**src/rtl/acc_pkg.sv**
```systemverilog
package acc_pkg;

    // Edit modes of the front-panel state machine
    typedef enum logic [2:0] {
        MODE_CLOCK         = 3'd0,
        MODE_TIME_HOURS    = 3'd1,
        MODE_TIME_MINUTES  = 3'd2,
        MODE_ALARM_HOURS   = 3'd3,
        MODE_ALARM_MINUTES = 3'd4
    } mode_t;

    // Command codes of an input transfer
    localparam logic [1:0] CMD_TICK  = 2'd0;
    localparam logic [1:0] CMD_PRESS = 2'd1;
    localparam logic [1:0] CMD_LOAD  = 2'd2;

    // Button codes
    localparam logic [2:0] BTN_SET_TIME     = 3'd0;
    localparam logic [2:0] BTN_SET_ALARM    = 3'd1;
    localparam logic [2:0] BTN_SWITCH_ALARM = 3'd2;
    localparam logic [2:0] BTN_INC          = 3'd3;
    localparam logic [2:0] BTN_DEC          = 3'd4;

    // Light command codes
    localparam logic [1:0] LIGHT_NONE = 2'd0;
    localparam logic [1:0] LIGHT_ON   = 2'd1;
    localparam logic [1:0] LIGHT_OFF  = 2'd2;

    // Time of day limits
    localparam logic [4:0] HOUR_MAX      = 5'd23;
    localparam logic [5:0] HOURS_PER_DAY = 6'd24;
    localparam logic [5:0] MINUTE_MAX    = 6'd59;
    localparam logic [5:0] MINS_PER_HOUR = 6'd60;
    localparam logic [5:0] SECOND_MAX    = 6'd59;

    // The alarm only ever moves in whole minutes from its reset of 5 s,
    // so its seconds stay fixed; ringing starts 1 to 4 s after it
    localparam logic [5:0] ALARM_SECS  = 6'd5;
    localparam logic [5:0] RING_FIRST  = 6'd6;
    localparam logic [5:0] RING_LAST   = 6'd9;
    localparam logic [4:0] ALARM_RST_H = 5'd0;
    localparam logic [5:0] ALARM_RST_M = 6'd0;

    typedef struct packed {
        logic [4:0] hours;
        logic [5:0] minutes;
    } hm_t;

    function automatic logic [4:0] hour_inc(input logic [4:0] h);
        hour_inc = (h == HOUR_MAX) ? 5'd0 : h + 5'd1;
    endfunction

    function automatic logic [4:0] hour_dec(input logic [4:0] h);
        hour_dec = (h == 5'd0) ? HOUR_MAX : h - 5'd1;
    endfunction

    function automatic hm_t hm_inc(input hm_t t);
        hm_t r;
        r = t;
        if (t.minutes == MINUTE_MAX) begin
            r.minutes = 6'd0;
            r.hours   = hour_inc(t.hours);
        end else begin
            r.minutes = t.minutes + 6'd1;
        end
        return r;
    endfunction

    function automatic hm_t hm_dec(input hm_t t);
        hm_t r;
        r = t;
        if (t.minutes == 6'd0) begin
            r.minutes = MINUTE_MAX;
            r.hours   = hour_dec(t.hours);
        end else begin
            r.minutes = t.minutes - 6'd1;
        end
        return r;
    endfunction

endpackage

```
**src/rtl/alarm_clock_controller_top.sv**
```systemverilog
// Alarm clock controller: keeps the time of day as hours, minutes and seconds
// counters, an alarm time in whole minutes, a five-way edit mode, the alarm
// enable, the ringing latch and the light state. Each input transfer is a
// one-second tick, a button press or a load of hours and minutes; each gives
// exactly one result transfer with the full state after it. One item is taken
// every clock cycle while s_ready is high; its result appears next cycle from
// the single register level of counter and compare logic behind the input
// port. s_ready stays high while the result register is empty or being taken.
module alarm_clock_controller_top (
    input  logic       aclk,
    input  logic       aresetn,
    input  logic       s_valid,
    output logic       s_ready,
    input  logic [1:0] s_cmd,
    input  logic [2:0] s_button,
    input  logic [4:0] s_load_hours,
    input  logic [5:0] s_load_minutes,
    output logic       m_valid,
    input  logic       m_ready,
    output logic [4:0] m_time_hours,
    output logic [5:0] m_time_minutes,
    output logic [5:0] m_time_secs,
    output logic [4:0] m_alarm_hours,
    output logic [5:0] m_alarm_minutes,
    output logic       m_alarm_enabled,
    output logic       m_ringing,
    output logic [1:0] m_light_cmd,
    output logic [2:0] m_edit_mode
);

    acc_pkg::hm_t    time_hm_reg, time_hm_next;
    logic [5:0]      time_secs_reg, time_secs_next;
    acc_pkg::hm_t    alarm_hm_reg, alarm_hm_next;
    acc_pkg::mode_t  mode_reg, mode_next;
    logic            armed_reg, armed_next;
    logic            ring_reg, ring_next;
    logic            light_reg, light_next;
    logic [1:0]      light_cmd_reg, light_cmd_next;
    logic            m_valid_reg, m_valid_next;
    logic            s_fire;
    logic [5:0]      load_min;
    logic [5:0]      load_hour;
    logic            in_window;

    assign s_ready = !m_valid_reg || m_ready;
    assign s_fire  = s_valid && s_ready;

    // Fold an oversized load back into one day
    always_comb begin
        if (s_load_minutes > acc_pkg::MINUTE_MAX) begin
            load_min  = s_load_minutes - acc_pkg::MINS_PER_HOUR;
            load_hour = {1'b0, s_load_hours} + 6'd1;
        end else begin
            load_min  = s_load_minutes;
            load_hour = {1'b0, s_load_hours};
        end
        if (load_hour >= acc_pkg::HOURS_PER_DAY) begin
            load_hour = load_hour - acc_pkg::HOURS_PER_DAY;
        end
    end

    // Update the state for the accepted item
    always_comb begin
        time_hm_next   = time_hm_reg;
        time_secs_next = time_secs_reg;
        alarm_hm_next  = alarm_hm_reg;
        mode_next      = mode_reg;
        armed_next     = armed_reg;
        ring_next      = ring_reg;
        light_next     = light_reg;
        light_cmd_next = light_cmd_reg;
        in_window      = 1'b0;

        if (s_fire) begin
            unique case (s_cmd)
                acc_pkg::CMD_TICK: begin
                    if (time_secs_reg == acc_pkg::SECOND_MAX) begin
                        time_secs_next = 6'd0;
                        time_hm_next   = acc_pkg::hm_inc(time_hm_reg);
                    end else begin
                        time_secs_next = time_secs_reg + 6'd1;
                    end
                end
                acc_pkg::CMD_PRESS: begin
                    unique case (mode_reg)
                        acc_pkg::MODE_TIME_HOURS: begin
                            if (s_button == acc_pkg::BTN_INC) begin
                                time_hm_next.hours = acc_pkg::hour_inc(time_hm_reg.hours);
                            end else if (s_button == acc_pkg::BTN_DEC) begin
                                time_hm_next.hours = acc_pkg::hour_dec(time_hm_reg.hours);
                            end else if (s_button == acc_pkg::BTN_SET_TIME) begin
                                mode_next = acc_pkg::MODE_TIME_MINUTES;
                            end
                        end
                        acc_pkg::MODE_TIME_MINUTES: begin
                            if (s_button == acc_pkg::BTN_INC) begin
                                time_secs_next = 6'd0;
                                time_hm_next   = acc_pkg::hm_inc(time_hm_reg);
                            end else if (s_button == acc_pkg::BTN_DEC) begin
                                time_secs_next = 6'd0;
                                time_hm_next   = acc_pkg::hm_dec(time_hm_reg);
                            end else if (s_button == acc_pkg::BTN_SET_TIME) begin
                                mode_next = acc_pkg::MODE_CLOCK;
                            end
                        end
                        acc_pkg::MODE_ALARM_HOURS: begin
                            if (s_button == acc_pkg::BTN_INC) begin
                                alarm_hm_next.hours = acc_pkg::hour_inc(alarm_hm_reg.hours);
                            end else if (s_button == acc_pkg::BTN_DEC) begin
                                alarm_hm_next.hours = acc_pkg::hour_dec(alarm_hm_reg.hours);
                            end else if (s_button == acc_pkg::BTN_SET_ALARM) begin
                                mode_next = acc_pkg::MODE_ALARM_MINUTES;
                            end
                        end
                        acc_pkg::MODE_ALARM_MINUTES: begin
                            if (s_button == acc_pkg::BTN_INC) begin
                                alarm_hm_next = acc_pkg::hm_inc(alarm_hm_reg);
                            end else if (s_button == acc_pkg::BTN_DEC) begin
                                alarm_hm_next = acc_pkg::hm_dec(alarm_hm_reg);
                            end else if (s_button == acc_pkg::BTN_SET_ALARM) begin
                                armed_next = 1'b1;
                                mode_next  = acc_pkg::MODE_CLOCK;
                            end
                        end
                        default: begin
                            mode_next = acc_pkg::MODE_CLOCK;
                            if (s_button == acc_pkg::BTN_SET_TIME) begin
                                mode_next = acc_pkg::MODE_TIME_HOURS;
                            end else if (s_button == acc_pkg::BTN_SET_ALARM) begin
                                mode_next = acc_pkg::MODE_ALARM_HOURS;
                            end else if (s_button == acc_pkg::BTN_SWITCH_ALARM) begin
                                armed_next = !armed_reg;
                                ring_next  = 1'b0;
                            end
                        end
                    endcase
                end
                acc_pkg::CMD_LOAD: begin
                    time_hm_next.hours   = load_hour[4:0];
                    time_hm_next.minutes = load_min;
                    time_secs_next       = 6'd0;
                end
                default: begin
                end
            endcase

            // Latch ringing in the four seconds after the alarm time
            in_window = (time_hm_next == alarm_hm_next)
                     && (time_secs_next >= acc_pkg::RING_FIRST)
                     && (time_secs_next <= acc_pkg::RING_LAST);
            if (!ring_next && armed_next && in_window) begin
                ring_next = 1'b1;
            end

            // Drive the light to follow the latch
            light_cmd_next = acc_pkg::LIGHT_NONE;
            if (ring_next && !light_reg) begin
                light_next     = 1'b1;
                light_cmd_next = acc_pkg::LIGHT_ON;
            end else if (!ring_next && light_reg) begin
                light_next     = 1'b0;
                light_cmd_next = acc_pkg::LIGHT_OFF;
            end
        end
    end

    assign m_valid_next = s_fire || (m_valid_reg && !m_ready);

    // Hold the state and the result register
    always_ff @(posedge aclk) begin
        if (!aresetn) begin
            time_hm_reg   <= '0;
            time_secs_reg <= '0;
            alarm_hm_reg  <= '{hours: acc_pkg::ALARM_RST_H, minutes: acc_pkg::ALARM_RST_M};
            mode_reg      <= acc_pkg::MODE_CLOCK;
            armed_reg     <= 1'b0;
            ring_reg      <= 1'b0;
            light_reg     <= 1'b0;
            light_cmd_reg <= acc_pkg::LIGHT_NONE;
            m_valid_reg   <= 1'b0;
        end else begin
            time_hm_reg   <= time_hm_next;
            time_secs_reg <= time_secs_next;
            alarm_hm_reg  <= alarm_hm_next;
            mode_reg      <= mode_next;
            armed_reg     <= armed_next;
            ring_reg      <= ring_next;
            light_reg     <= light_next;
            light_cmd_reg <= light_cmd_next;
            m_valid_reg   <= m_valid_next;
        end
    end

    assign m_valid         = m_valid_reg;
    assign m_time_hours    = time_hm_reg.hours;
    assign m_time_minutes  = time_hm_reg.minutes;
    assign m_time_secs     = time_secs_reg;
    assign m_alarm_hours   = alarm_hm_reg.hours;
    assign m_alarm_minutes = alarm_hm_reg.minutes;
    assign m_alarm_enabled = armed_reg;
    assign m_ringing       = ring_reg;
    assign m_light_cmd     = light_cmd_reg;
    assign m_edit_mode     = mode_reg;

    // A light-on command only ever goes out with the latch set
    assert property (@(posedge aclk) disable iff (!aresetn)
        m_valid && (m_light_cmd == acc_pkg::LIGHT_ON) |-> m_ringing)
        else $error("light on sent without ringing");

    // The light state always agrees with the latch in a delivered result
    assert property (@(posedge aclk) disable iff (!aresetn)
        m_valid |-> (light_reg == ring_reg))
        else $error("light state out of step with ring latch");

    // Time fields stay within one day
    assert property (@(posedge aclk) disable iff (!aresetn)
        m_valid |-> (m_time_hours <= acc_pkg::HOUR_MAX)
                 && (m_time_minutes <= acc_pkg::MINUTE_MAX)
                 && (m_time_secs <= acc_pkg::SECOND_MAX))
        else $error("time of day out of range");

    // A stalled result blocks the input side
    assert property (@(posedge aclk) disable iff (!aresetn)
        m_valid && !m_ready |-> !s_ready)
        else $error("input accepted over a stalled result");

endmodule
```
**config.mk**
```make
export PLATFORM = sky130hd
export DESIGN_NAME = alarm_clock_controller_top
export DESIGN_NICKNAME = d
export VERILOG_FILES = /design/src/rtl/acc_pkg.sv /design/src/rtl/alarm_clock_controller_top.sv
export SDC_FILE = /design/constraint.sdc
export NUM_CORES = 1
export LEC_CHECK = 0
export ABC_AREA = 1
export CAP_MARGIN = 10
export CORE_MARGIN = 5
export CORE_UTILIZATION = 53
export DETAILED_ROUTE_END_ITERATION = 7
export DONT_BUFFER_PORTS = 1
export PLACE_DENSITY = 0.69
export REMOVE_ABC_BUFFERS = 1
export SYNTH_ARGS = -nofsm -noshare
export SYNTH_HDL_FRONTEND = slang
export SYNTH_SLANG_ARGS = --single-unit
```
**constraint.sdc**
```tcl
create_clock -name aclk -period 3.2 [get_ports aclk]
set_clock_uncertainty 0.1 [all_clocks]
set_input_delay 0.16 -clock aclk [delete_from_list [all_inputs] [get_ports aclk]]
set_output_delay 0.16 -clock aclk [all_outputs]
set_load 0.1 [all_outputs]
```
==> metrics.txt, run 1 <==
clock network fraction of total power=0.220; wire length per cell after detailed routing=approximately 16 µm; area of all placed cells without fillers=around 5200 µm²; number of maximum-capacitance violations=0; Fmax achieved=roughly 0.33 GHz; Core Util, Final=0.6394; Clock Latency Late Sink=approximately 0.3 ns; number of antenna violations at the first check in global routing=0; RePlAce Congestion=between 0.9 and 1; GRT Resource Usage Total=0.2957; count of yosys warnings during synthesis=0; Total Routed Length=15.42 mm; synthesized instance count=799; wire length of the first global-routing pass=around 24 mm; Detail Route met2 WL=~7.2 mm; leakage power summed over all cells=0.002587 µW; area of the core region=approximately 8100 µm²; fraction of post-synthesis cell area in the top cell type by area=0.2032; vias after detailed routing=about 5600; combinational fraction of design power=0.472; synth unique cells=39; Max-Slew Margin vs Limit=0.3484; vias in the first global route=between 5000 and 6000; final sum of negative setup slack=0 ns; Synth-to-Final Area Change=19.32%; Internal=slightly above 900 µW; DIE WIDTH=about 100 µm; Post-route DRC=0; n_diodes=0; CP Capture Type=flop; slew at the pin with the worst max-slew slack=approximately 0.98 ns; period utilisation layout=0.9456; clock tree from TritonCTS=built; switching fraction of total power=0.4879; power dissipated by switching net loads=884.0 µW; initial cell density of the core=0.5359; number of buffers inserted during clock tree synthesis=5; post-layout instance count excluding filler cells=about 960; Placement Rows=33; number of H-tree levels=2; Netlist Area Pre-Place=~4400 µm²; Max Transition Viols Final=0; power per cell area=348.3 nW/µm²; Total Die Area=just over 10000 µm²; synthesized area per cell=about 5.5 µm²; Cell Area, Placed=~4800 µm²; worst path arrival time=between 3 and 4 ns; result of the run=complete, no violations; largest area contributor in the netlist=sky130_fd_sc_hd__nand2_1; Remaining Overflow, GRT=0; number of register bits inferred by synthesis=37; Worst-path clk slew=approximately 0.090 ns; largest net degree at the start of global routing=38; Cell Count Post-Placement=approximately 940; required arrival time at the worst endpoint=between 3 and 4 ns; maximum vdd drop=roughly 0.25 mV; element type at the critical path start=flop; Max Fanout on Critical Path=5; critical path start-end classification=reg2reg; Met1 Wirelength=6.278 mm; die outline height=between 100 and 150 µm; number of buffers on the longest clock path=2; Port Buf Inserts=0; Hold Vio Cnt, Final=0; violation count after the first detailed-routing iteration=457; setup violators final=0; Sinks on Clock Net=37; root cell of the clock tree=sky130_fd_sc_hd__clkbuf_8; final critical path time including I/O delays and setup=between 3 and 4 ns; count of nets after finishing=slightly below 900; vias per cell=slightly below 6; fraction of layout instances using a drive strength above 1=0.2019; number of top-level pins=57; register area share after synthesis=0.1699; met3 WL post-DR=about 1.4 mm; part of the total power dissipated in sequential elements=0.308; count of nets left with antenna violations after detail routing=0; Hold Path Class=in2reg; top post-synthesis cells by area=sky130_fd_sc_hd__nand2_1 20%, sky130_fd_sc_hd__dfxtp_1 17%, sky130_fd_sc_hd__nand3_1 12%, sky130_fd_sc_hd__inv_1 7.7%, sky130_fd_sc_hd__nor2_1 7.6%; Pre-antenna DRT Iters=6; HPWL after DPL=between 10 and 15 mm; Top Metal Used=met4
## power groups by stage
stage	combinational (µW)	sequential (µW)	clock (µW)
3_3_place_gp	788	561	0
3_5_place_dp	793	563	0
2_1_floorplan	362	793	0
5_1_grt	921	564	422
6_report	855	559	398
4_1_cts	801	552	403
## per-layer routing
layer,global-route usage,vias up
li1,-,2713
met4,0.1088,0
met3,0.04498,44
met2,0.4876,287
met1,0.3888,2552
met5,0,-
## cells in the final DEF, fill, tap and decap left out, types with 3 or more instances in the layout
cell type	n
sky130_fd_sc_hd__clkbuf_8	7
sky130_fd_sc_hd__ha_1	11
sky130_fd_sc_hd__o211ai_1	4
sky130_fd_sc_hd__nand4_1	16
sky130_fd_sc_hd__buf_8	3
sky130_fd_sc_hd__xor2_1	4
sky130_fd_sc_hd__nor2_4	10
sky130_fd_sc_hd__nand2_1	231
sky130_fd_sc_hd__a31oi_1	3
sky130_fd_sc_hd__a21oi_2	3
sky130_fd_sc_hd__a21oi_1	42
sky130_fd_sc_hd__inv_1	82
sky130_fd_sc_hd__xnor2_1	3
sky130_fd_sc_hd__dfxtp_4	5
sky130_fd_sc_hd__nand2_2	10
sky130_fd_sc_hd__o21ai_1	9
sky130_fd_sc_hd__dfxtp_2	6
sky130_fd_sc_hd__buf_4	63
sky130_fd_sc_hd__nand3_2	14
sky130_fd_sc_hd__nor2_1	79
sky130_fd_sc_hd__o21ai_0	58
sky130_fd_sc_hd__nand3_1	95
sky130_fd_sc_hd__dfxtp_1	26
sky130_fd_sc_hd__inv_2	22
sky130_fd_sc_hd__nor2_2	13
## critical path, cell delays in order, from the launching register on
cell and delay (ns):
sky130_fd_sc_hd__dfxtp_1 0.37, sky130_fd_sc_hd__inv_2 0.08, sky130_fd_sc_hd__nand2_1 0.06, sky130_fd_sc_hd__nor2_1 0.10, sky130_fd_sc_hd__buf_4 0.15, sky130_fd_sc_hd__nand3_2 0.14, sky130_fd_sc_hd__nand2_1 0.16, sky130_fd_sc_hd__nand2_1 0.08
sky130_fd_sc_hd__nand2_1 0.10, sky130_fd_sc_hd__nand2_1 0.10, sky130_fd_sc_hd__nand2_1 0.08, sky130_fd_sc_hd__nand3_1 0.10, sky130_fd_sc_hd__nor2_2 0.13, sky130_fd_sc_hd__nand3_2 0.09, sky130_fd_sc_hd__nor2_2 0.13, sky130_fd_sc_hd__nand3_2 0.13
sky130_fd_sc_hd__nand2_2 0.10, sky130_fd_sc_hd__ha_1 0.21, sky130_fd_sc_hd__or2_2 0.30, sky130_fd_sc_hd__o21ai_1 0.13, sky130_fd_sc_hd__a21oi_1 0.06
## timing repair
| action | in CTS | in global routing |
|---|---|---|
| hold endpoints to repair | 18 | 0 |
| resized for setup | 0 | 75 |
| hold buffers | 2 | 0 |
| setup buffers | 0 | 10 |
| setup endpoints to repair | 0 | 2 |
## cells in the mapped netlist, drive strengths merged
| cell type | number |
|---|---|
| xor2 | 4 |
| and2 | 1 |
| or2 | 1 |
| clkbuf | 10 |
| ha | 15 |
| o21ai | 68 |
| a31oi | 3 |
| dfxtp | 37 |
| a211oi | 2 |
| nor3 | 4 |
| inv | 105 |
| nand3b | 2 |
| o2111ai | 2 |
| o22ai | 2 |
| nor2 | 102 |
| a21oi | 46 |
| o21bai | 1 |
| xnor2 | 3 |
| o211ai | 4 |
| o2bb2ai | 1 |
| nand2 | 242 |
| nor4 | 2 |
| buf | 16 |
| nand3 | 110 |
| nand4 | 16 |
## logic make-up after synthesis
logic type / after synthesis / share of synthesized area
fa+ha+maj: 15 / 0.04305
simple gates: 480 / 0.4851
buf+inv: 131 / 0.1266
flops: 37 / 0.1699
compound gates: 129 / 0.1613
xor+xnor: 7 / 0.01406
## stage by stage
stage	hold slack, ns	power [µW]	worst slack, ns
6_report	0.0003166	1812	0.1742
5_1_grt	0.006858	1907	-0.03263
4_1_cts	0.008513	1756	0.01937
3_5_place_dp	0.2063	1356	0.04845
3_3_place_gp	0.1997	1349	0.06323
2_1_floorplan	0.1940	1154	-0.5577
## worst paths after layout
check | from | endpoint | slack (ns) | cells past startpoint
worst max-delay path | m_edit_mode[2] | light_reg | 0.17 | 20
worst min-delay path | s_cmd[0] | m_time_secs[0] | 0.0003 | 2
worst max register to register | m_edit_mode[2] | light_reg | 0.17 | 20
worst min register to register | light_reg | light_reg | 0.40 | 2
## final cells by class
| class | count | area (µm²) |
|---|---|---|
| Multi-Input combinational cell | 631 | 3221 |
| Sequential cell | 37 | 767.0 |
| Fill cell | 824 | 2933 |
| Inverter | 105 | 396.6 |
| Timing Repair Buffer | 71 | 580.6 |
| Tap cell | 105 | 131.4 |
| Clock buffer | 7 | 96.34 |
| Clock inverter | 1 | 8.758 |
No activity file was read; power rests on OpenSTA's default activity.
==> inputs of run 2 (changes only) <==
Settings changed: CORE_ASPECT_RATIO set to 0.75, CORE_UTILIZATION 53 to 58, PLACE_DENSITY 0.69 to 0.75.
==> metrics.txt, run 2 (synthesis gave the netlist of run 1 again) <==
result of the run=complete, no violations; Fmax achieved=~0.32 GHz; vias per cell=between 5 and 6; Pre-antenna DRT Iters=7; Post-route DRC=0; CP Capture Type=flop; wire length of the first global-routing pass=roughly 24 mm; most common cell after layout, fill and taps aside=sky130_fd_sc_hd__nand2_1; number of H-tree levels=2; initial cell density of the core=0.5946; count of nets left with antenna violations after detail routing=0; Final Total Pwr=1853 µW; Clock Latency Late Sink=approximately 0.30 ns; fraction of layout instances using a drive strength above 1=0.1923; number of filler cells placed in the layout=roughly 680; Total Die Area=between 9000 and 10000 µm²; maximum vdd drop=roughly 0.24 mV; critical path start-end classification=reg2reg; Max Transition Viols Final=0; Hold Vio Cnt, Final=0; power per cell area=approximately 350 nW/µm²; final critical path time including I/O delays and setup=between 3 and 4 ns; Port Buf Inserts=0; required arrival time at the worst endpoint=between 3 and 4 ns; count of nets after finishing=about 890; combinational fraction of design power=0.466; switching fraction of total power=0.4795; part of the total power dissipated in sequential elements=0.304; Hold Path Class=in2reg; HPWL after DPL=about 11 mm; clock tree from TritonCTS=built; Core Util, Final=0.7128; vias in the first global route=just under 5000; DIE WIDTH=110.1 µm; Worst-path clk slew=0.08 ns; area of the core region=~7300 µm²; clock network fraction of total power=0.230; Max Fanout on Critical Path=8; start point of the critical path=m_time_minutes[1]; Synth-to-Final Area Change=19.86%; number of buffers inserted during clock tree synthesis=5; worst path arrival time=3.23 ns; die outline height=approximately 85 µm; vias after detailed routing=between 5000 and 6000; number of antenna violations at the first check in global routing=0; setup violators final=0; total area of sequential cells=approximately 770 µm²; number of buffers on the longest clock path=2; post-layout instance count excluding filler cells=about 950; Cell Count Post-Placement=between 900 and 1000; power dissipated by switching net loads=between 800 and 900 µW; Total Routed Length=between 15 and 20 mm; Placement Rows=27; period utilisation layout=0.9786; RePlAce Congestion=1.148; Sinks on Clock Net=37; Internal=around 960 µW; area occupied by multi-input gates=roughly 3200 µm²; origin of the critical flop-to-flop path=m_time_minutes[1]; root cell of the clock tree=sky130_fd_sc_hd__clkbuf_8; wire length per cell after detailed routing=approximately 16 µm; Remaining Overflow, GRT=0; number of top-level pins=between 50 and 60; highest-count cells in the layout ignoring fill and taps=229 x sky130_fd_sc_hd__nand2_1, 100 x sky130_fd_sc_hd__nand3_1, 85 x sky130_fd_sc_hd__inv_1; slew at the pin with the worst max-slew slack=~0.97 ns; leakage power summed over all cells=0.002589 µW; GRT Resource Usage Total=0.3142; Hold Startpoint=s_button[2]; violation count after the first detailed-routing iteration=~600; largest net degree at the start of global routing=37; number of maximum-capacitance violations=0; element type at the critical path start=flop; Max-Slew Margin vs Limit=0.3538; n_diodes=0
-- run 2: cell types whose count changed in the layout (fill, tap and decap cells not counted), sizes merged --
cell,delta
inv,-1
clkbuf,-1
dlygate4sd3,+1
clkinv,+1
bufinv,+1
-- run 2: metal layers --
layer	up-vias	part of all wire	global-route usage
met5	-	0	0
met4	0	0.027	0.09955
met2	407	0.42	0.4559
met3	60	0.13	0.06996
li1	2714	-	-
met1	2452	0.41	0.4574
-- run 2: final cells by class --
cell class / instances / area share
flip-flops and latches: 37 / 0.1466
repair buffers: 72 / 0.1133
clock buffers: 6 / 0.01389
well taps: 101 / 0.02419
clock inverters: 2 / 0.007423
inverters: 105 / 0.07639
multi-input cells: 631 / 0.6183
-- run 2: path summary, 6_finish.rpt --
kind	end	slack (ns)	depth (start not counted)
hold reg to reg	light_reg	0.39	2
setup reg to reg	light_reg	0.07	21
hold / removal	m_edit_mode[0]	0.001	3
setup / recovery	light_reg	0.07	21
-- run 2: repair_timing --
item	4_1_cts	5_1_grt
hold buffers	2	1
gates resized for setup	2	71
setup endpoints to repair	1	2
buffers inserted	0	11
pin swaps	0	22
hold endpoints to repair	18	1
-- run 2: power by group through the flow --
stage                     registers (µW)  clock network [µW]  logic (µW)
final                                564                 426         863
after global routing                 569                 453         926
after CTS                            555                 431         796
after detailed placement             566                   0         785
after global placement               563                   0         780
after floorplan                      793                   0         362
-- run 2: worst max-delay path: stages, from the launching register on --
cell                       delay, ns
sky130_fd_sc_hd__dfxtp_4        0.41
sky130_fd_sc_hd__ha_4           0.16
sky130_fd_sc_hd__nand3_1        0.13
sky130_fd_sc_hd__nor2_4         0.18
sky130_fd_sc_hd__buf_4          0.13
sky130_fd_sc_hd__buf_4          0.14
sky130_fd_sc_hd__nand2_1        0.05
sky130_fd_sc_hd__o21ai_0        0.10
sky130_fd_sc_hd__nand2_1        0.10
sky130_fd_sc_hd__nand2_1        0.07
sky130_fd_sc_hd__nand2_1        0.04
sky130_fd_sc_hd__nand2_1        0.07
sky130_fd_sc_hd__nand3b_1       0.13
sky130_fd_sc_hd__nand2_1        0.13
sky130_fd_sc_hd__nand2_1        0.09
sky130_fd_sc_hd__nand2_1        0.08
sky130_fd_sc_hd__nand3_2        0.11
sky130_fd_sc_hd__nand2_2        0.10
sky130_fd_sc_hd__ha_1           0.22
sky130_fd_sc_hd__or2_2          0.30
sky130_fd_sc_hd__o21ai_1        0.12
sky130_fd_sc_hd__a21oi_1        0.05
-- run 2: metrics by stage --
step	setup TNS [ns]	cell area, µm²	hold WS [ns]	setup WS [ns]
floorplan	-8.971	4202	0.1940	-0.5577
global route	-0.08705	5225	0.06479	-0.07915
detailed placement	-0.05336	4763	0.2043	-0.05336
finish	0	5225	0.001426	0.06841
global placement	-0.03830	4763	0.1977	-0.03830
CTS	0	4902	0.006561	0.01923
==> inputs of run 3 (changes only) <==
--- a/config.mk
+++ b/config.mk
@@ -16,2 +16,3 @@
 export REMOVE_ABC_BUFFERS = 1
+export SKIP_LAST_GASP = 1
 export SYNTH_ARGS = -nofsm -noshare
--- a/constraint.sdc
+++ b/constraint.sdc
@@ -4,2 +4,2 @@
 set_output_delay 0.16 -clock aclk [all_outputs]
-set_load 0.1 [all_outputs]
+set_load 0.005 [all_outputs]
==> metrics.txt, run 3 (synthesis gave the netlist of run 1 again) <==
Hold Startpoint=s_button[2]; number of filler cells placed in the layout=716; Worst Reg-to-Reg Cells=17; Hold Vio Cnt, Final=0; Worst Hold Slack=0.007734 ns; RePlAce Congestion=between 1 and 1.5; Post-route DRC=0; number of top-level pins=57; register-to-register setup slack=0.11 ns; Synth-to-Final Area Change=14.95%; result of the run=complete, no violations; wire length per cell after detailed routing=between 15 and 20 µm; CP Capture Type=flop; Placement Rows=27; Clock Latency Late Sink=~0.32 ns; Hold Path Class=in2reg; slew at the pin with the worst max-slew slack=around 0.8 ns; critical path start-end classification=reg2reg; Port Buf Inserts=0; DIE WIDTH=about 110 µm; highest-count cells in the layout ignoring fill and taps=228 x sky130_fd_sc_hd__nand2_1, 101 x sky130_fd_sc_hd__nand3_1, 86 x sky130_fd_sc_hd__inv_1; area of all placed cells without fillers=between 5000 and 6000 µm²; initial cell density of the core=0.5946; number of buffers inserted during clock tree synthesis=5; setup violators final=0; largest net degree at the start of global routing=37; maximum vdd drop=0.2324 mV; Remaining Overflow, GRT=0; vias after detailed routing=5500; wire length of the first global-routing pass=around 24 mm; number of maximum-capacitance violations=0; number of buffers on the longest clock path=2; Total Routed Length=roughly 15 mm; vias in the first global route=4846; Max Transition Viols Final=0; element type at the critical path start=flop; final critical path time including I/O delays and setup=about 3 ns; Cell Count Post-Placement=about 920; worst path arrival time=~3.2 ns; count of cells along the worst hold path=3; Max Fanout on Critical Path=6; origin of the critical flop-to-flop path=m_edit_mode[1]; period utilisation layout=0.9664; die outline height=85.08 µm; fraction of layout instances using a drive strength above 1=0.1749; GRT Resource Usage Total=0.3131; clock tree from TritonCTS=built; Fmax achieved=between 0.3 and 0.4 GHz; violation count after the first detailed-routing iteration=between 600 and 700; number of antenna violations at the first check in global routing=1; root cell of the clock tree=sky130_fd_sc_hd__clkbuf_8; Core Util, Final=0.6836; area of the core region=7331 µm²; vias per cell=slightly below 6; setup slack after placement=-0.06464 ns; total area of sequential cells=roughly 760 µm²; Sinks on Clock Net=37; Pre-antenna DRT Iters=6; worst setup margin=0.1076 ns; number of H-tree levels=2; hold-critical path endpoint=m_edit_mode[0]; Cell Area, Placed=between 4000 and 5000 µm²; area occupied by multi-input gates=roughly 3200 µm²; required arrival time at the worst endpoint=~3.3 ns; Max-Slew Margin vs Limit=0.4593; post-layout instance count excluding filler cells=approximately 940; endpoint of the most critical register-to-register path=light_reg; most common cell after layout, fill and taps aside=sky130_fd_sc_hd__nand2_1; HPWL after DPL=about 11 mm; Total Die Area=9368 µm²; leakage power summed over all cells=about 0.0025 µW; power per cell area=~300 nW/µm²; Worst-path clk slew=roughly 0.10 ns; count of nets left with antenna violations after detail routing=0; count of nets after finishing=approximately 870; n_diodes=0
run 3: cell count changes in the layout (fill, tap and decap cells not counted), moves of 3 or more:
cell                      delta
sky130_fd_sc_hd__dfxtp_4     -3
sky130_fd_sc_hd__nor2_2      -3
sky130_fd_sc_hd__dfxtp_2     +5
sky130_fd_sc_hd__buf_4      -14
run 3: cell type report:
cell class / instances / share of cell area
clock buffer: 5 / 0.01373
clock inverter: 3 / 0.004245
inverter: 105 / 0.07915
multi-input combinational: 631 / 0.6429
sequential: 37 / 0.1518
tap: 101 / 0.02522
timing repair buffer: 54 / 0.08290
run 3: power breakdown:
part           switching (µW)  internal (µW)  leakage (µW)
clock network             213            155     0.0000445
registers                53.5            497      0.000310
logic                     386            208       0.00211
run 3: critical path, stage by stage (launching register included):
cell                      delay (ns)
sky130_fd_sc_hd__dfxtp_1        0.35
sky130_fd_sc_hd__inv_1          0.17
sky130_fd_sc_hd__nand3_2        0.19
sky130_fd_sc_hd__inv_1          0.23
sky130_fd_sc_hd__nand2_1        0.17
sky130_fd_sc_hd__o21ai_1        0.15
sky130_fd_sc_hd__nand2_1        0.15
sky130_fd_sc_hd__nand2_1        0.10
sky130_fd_sc_hd__nand3_1        0.09
sky130_fd_sc_hd__nor2_2         0.12
sky130_fd_sc_hd__nand3_2        0.09
sky130_fd_sc_hd__nor2_2         0.13
sky130_fd_sc_hd__nand3_2        0.12
sky130_fd_sc_hd__nand2_2        0.10
sky130_fd_sc_hd__ha_1           0.23
sky130_fd_sc_hd__or2_2          0.32
sky130_fd_sc_hd__o21ai_2        0.12
sky130_fd_sc_hd__a21oi_1        0.05
run 3: timing repair:
| item | 4_1_cts | 5_1_grt |
|---|---|---|
| resized for setup | 2 | 56 |
| pin swaps | 0 | 14 |
| hold buffers | 4 | 0 |
| endpoints found under the hold margin | 18 | 0 |
| buffers inserted | 0 | 9 |
| gates cloned | 0 | 0 |
| endpoints found under the setup margin | 1 | 3 |
run 3: routing by layer:
metal / vias to the layer above / track usage / routed length, µm
met5: - / 0 / 0
met4: 0 / 0.08389 / 319
met3: 40 / 0.09658 / 1923
met2: 355 / 0.4681 / 6315
met1: 2433 / 0.4345 / 6411
li1: 2672 / - / -
run 3: worst max path at each step:
stage	from	to	slack (ns)	cells past startpoint
2_1_floorplan	m_time_minutes[0]	light_reg	0.28	19
5_1_grt	m_time_secs[1]	light_reg	-0.03	20
3_5_place_dp	m_time_minutes[1]	light_reg	-0.06	22
3_3_place_gp	m_time_minutes[1]	light_reg	0.03	20
4_1_cts	m_edit_mode[2]	light_reg	0.002	19
6_report	m_edit_mode[1]	light_reg	0.11	17
run 3: per-stage QoR:
stage	total power (µW)	TNS, ns
2_1_floorplan	910.7	0
3_3_place_gp	1072	0
3_5_place_dp	1083	-0.06464
4_1_cts	1450	0
5_1_grt	1601	-0.02727
6_report	1513	0
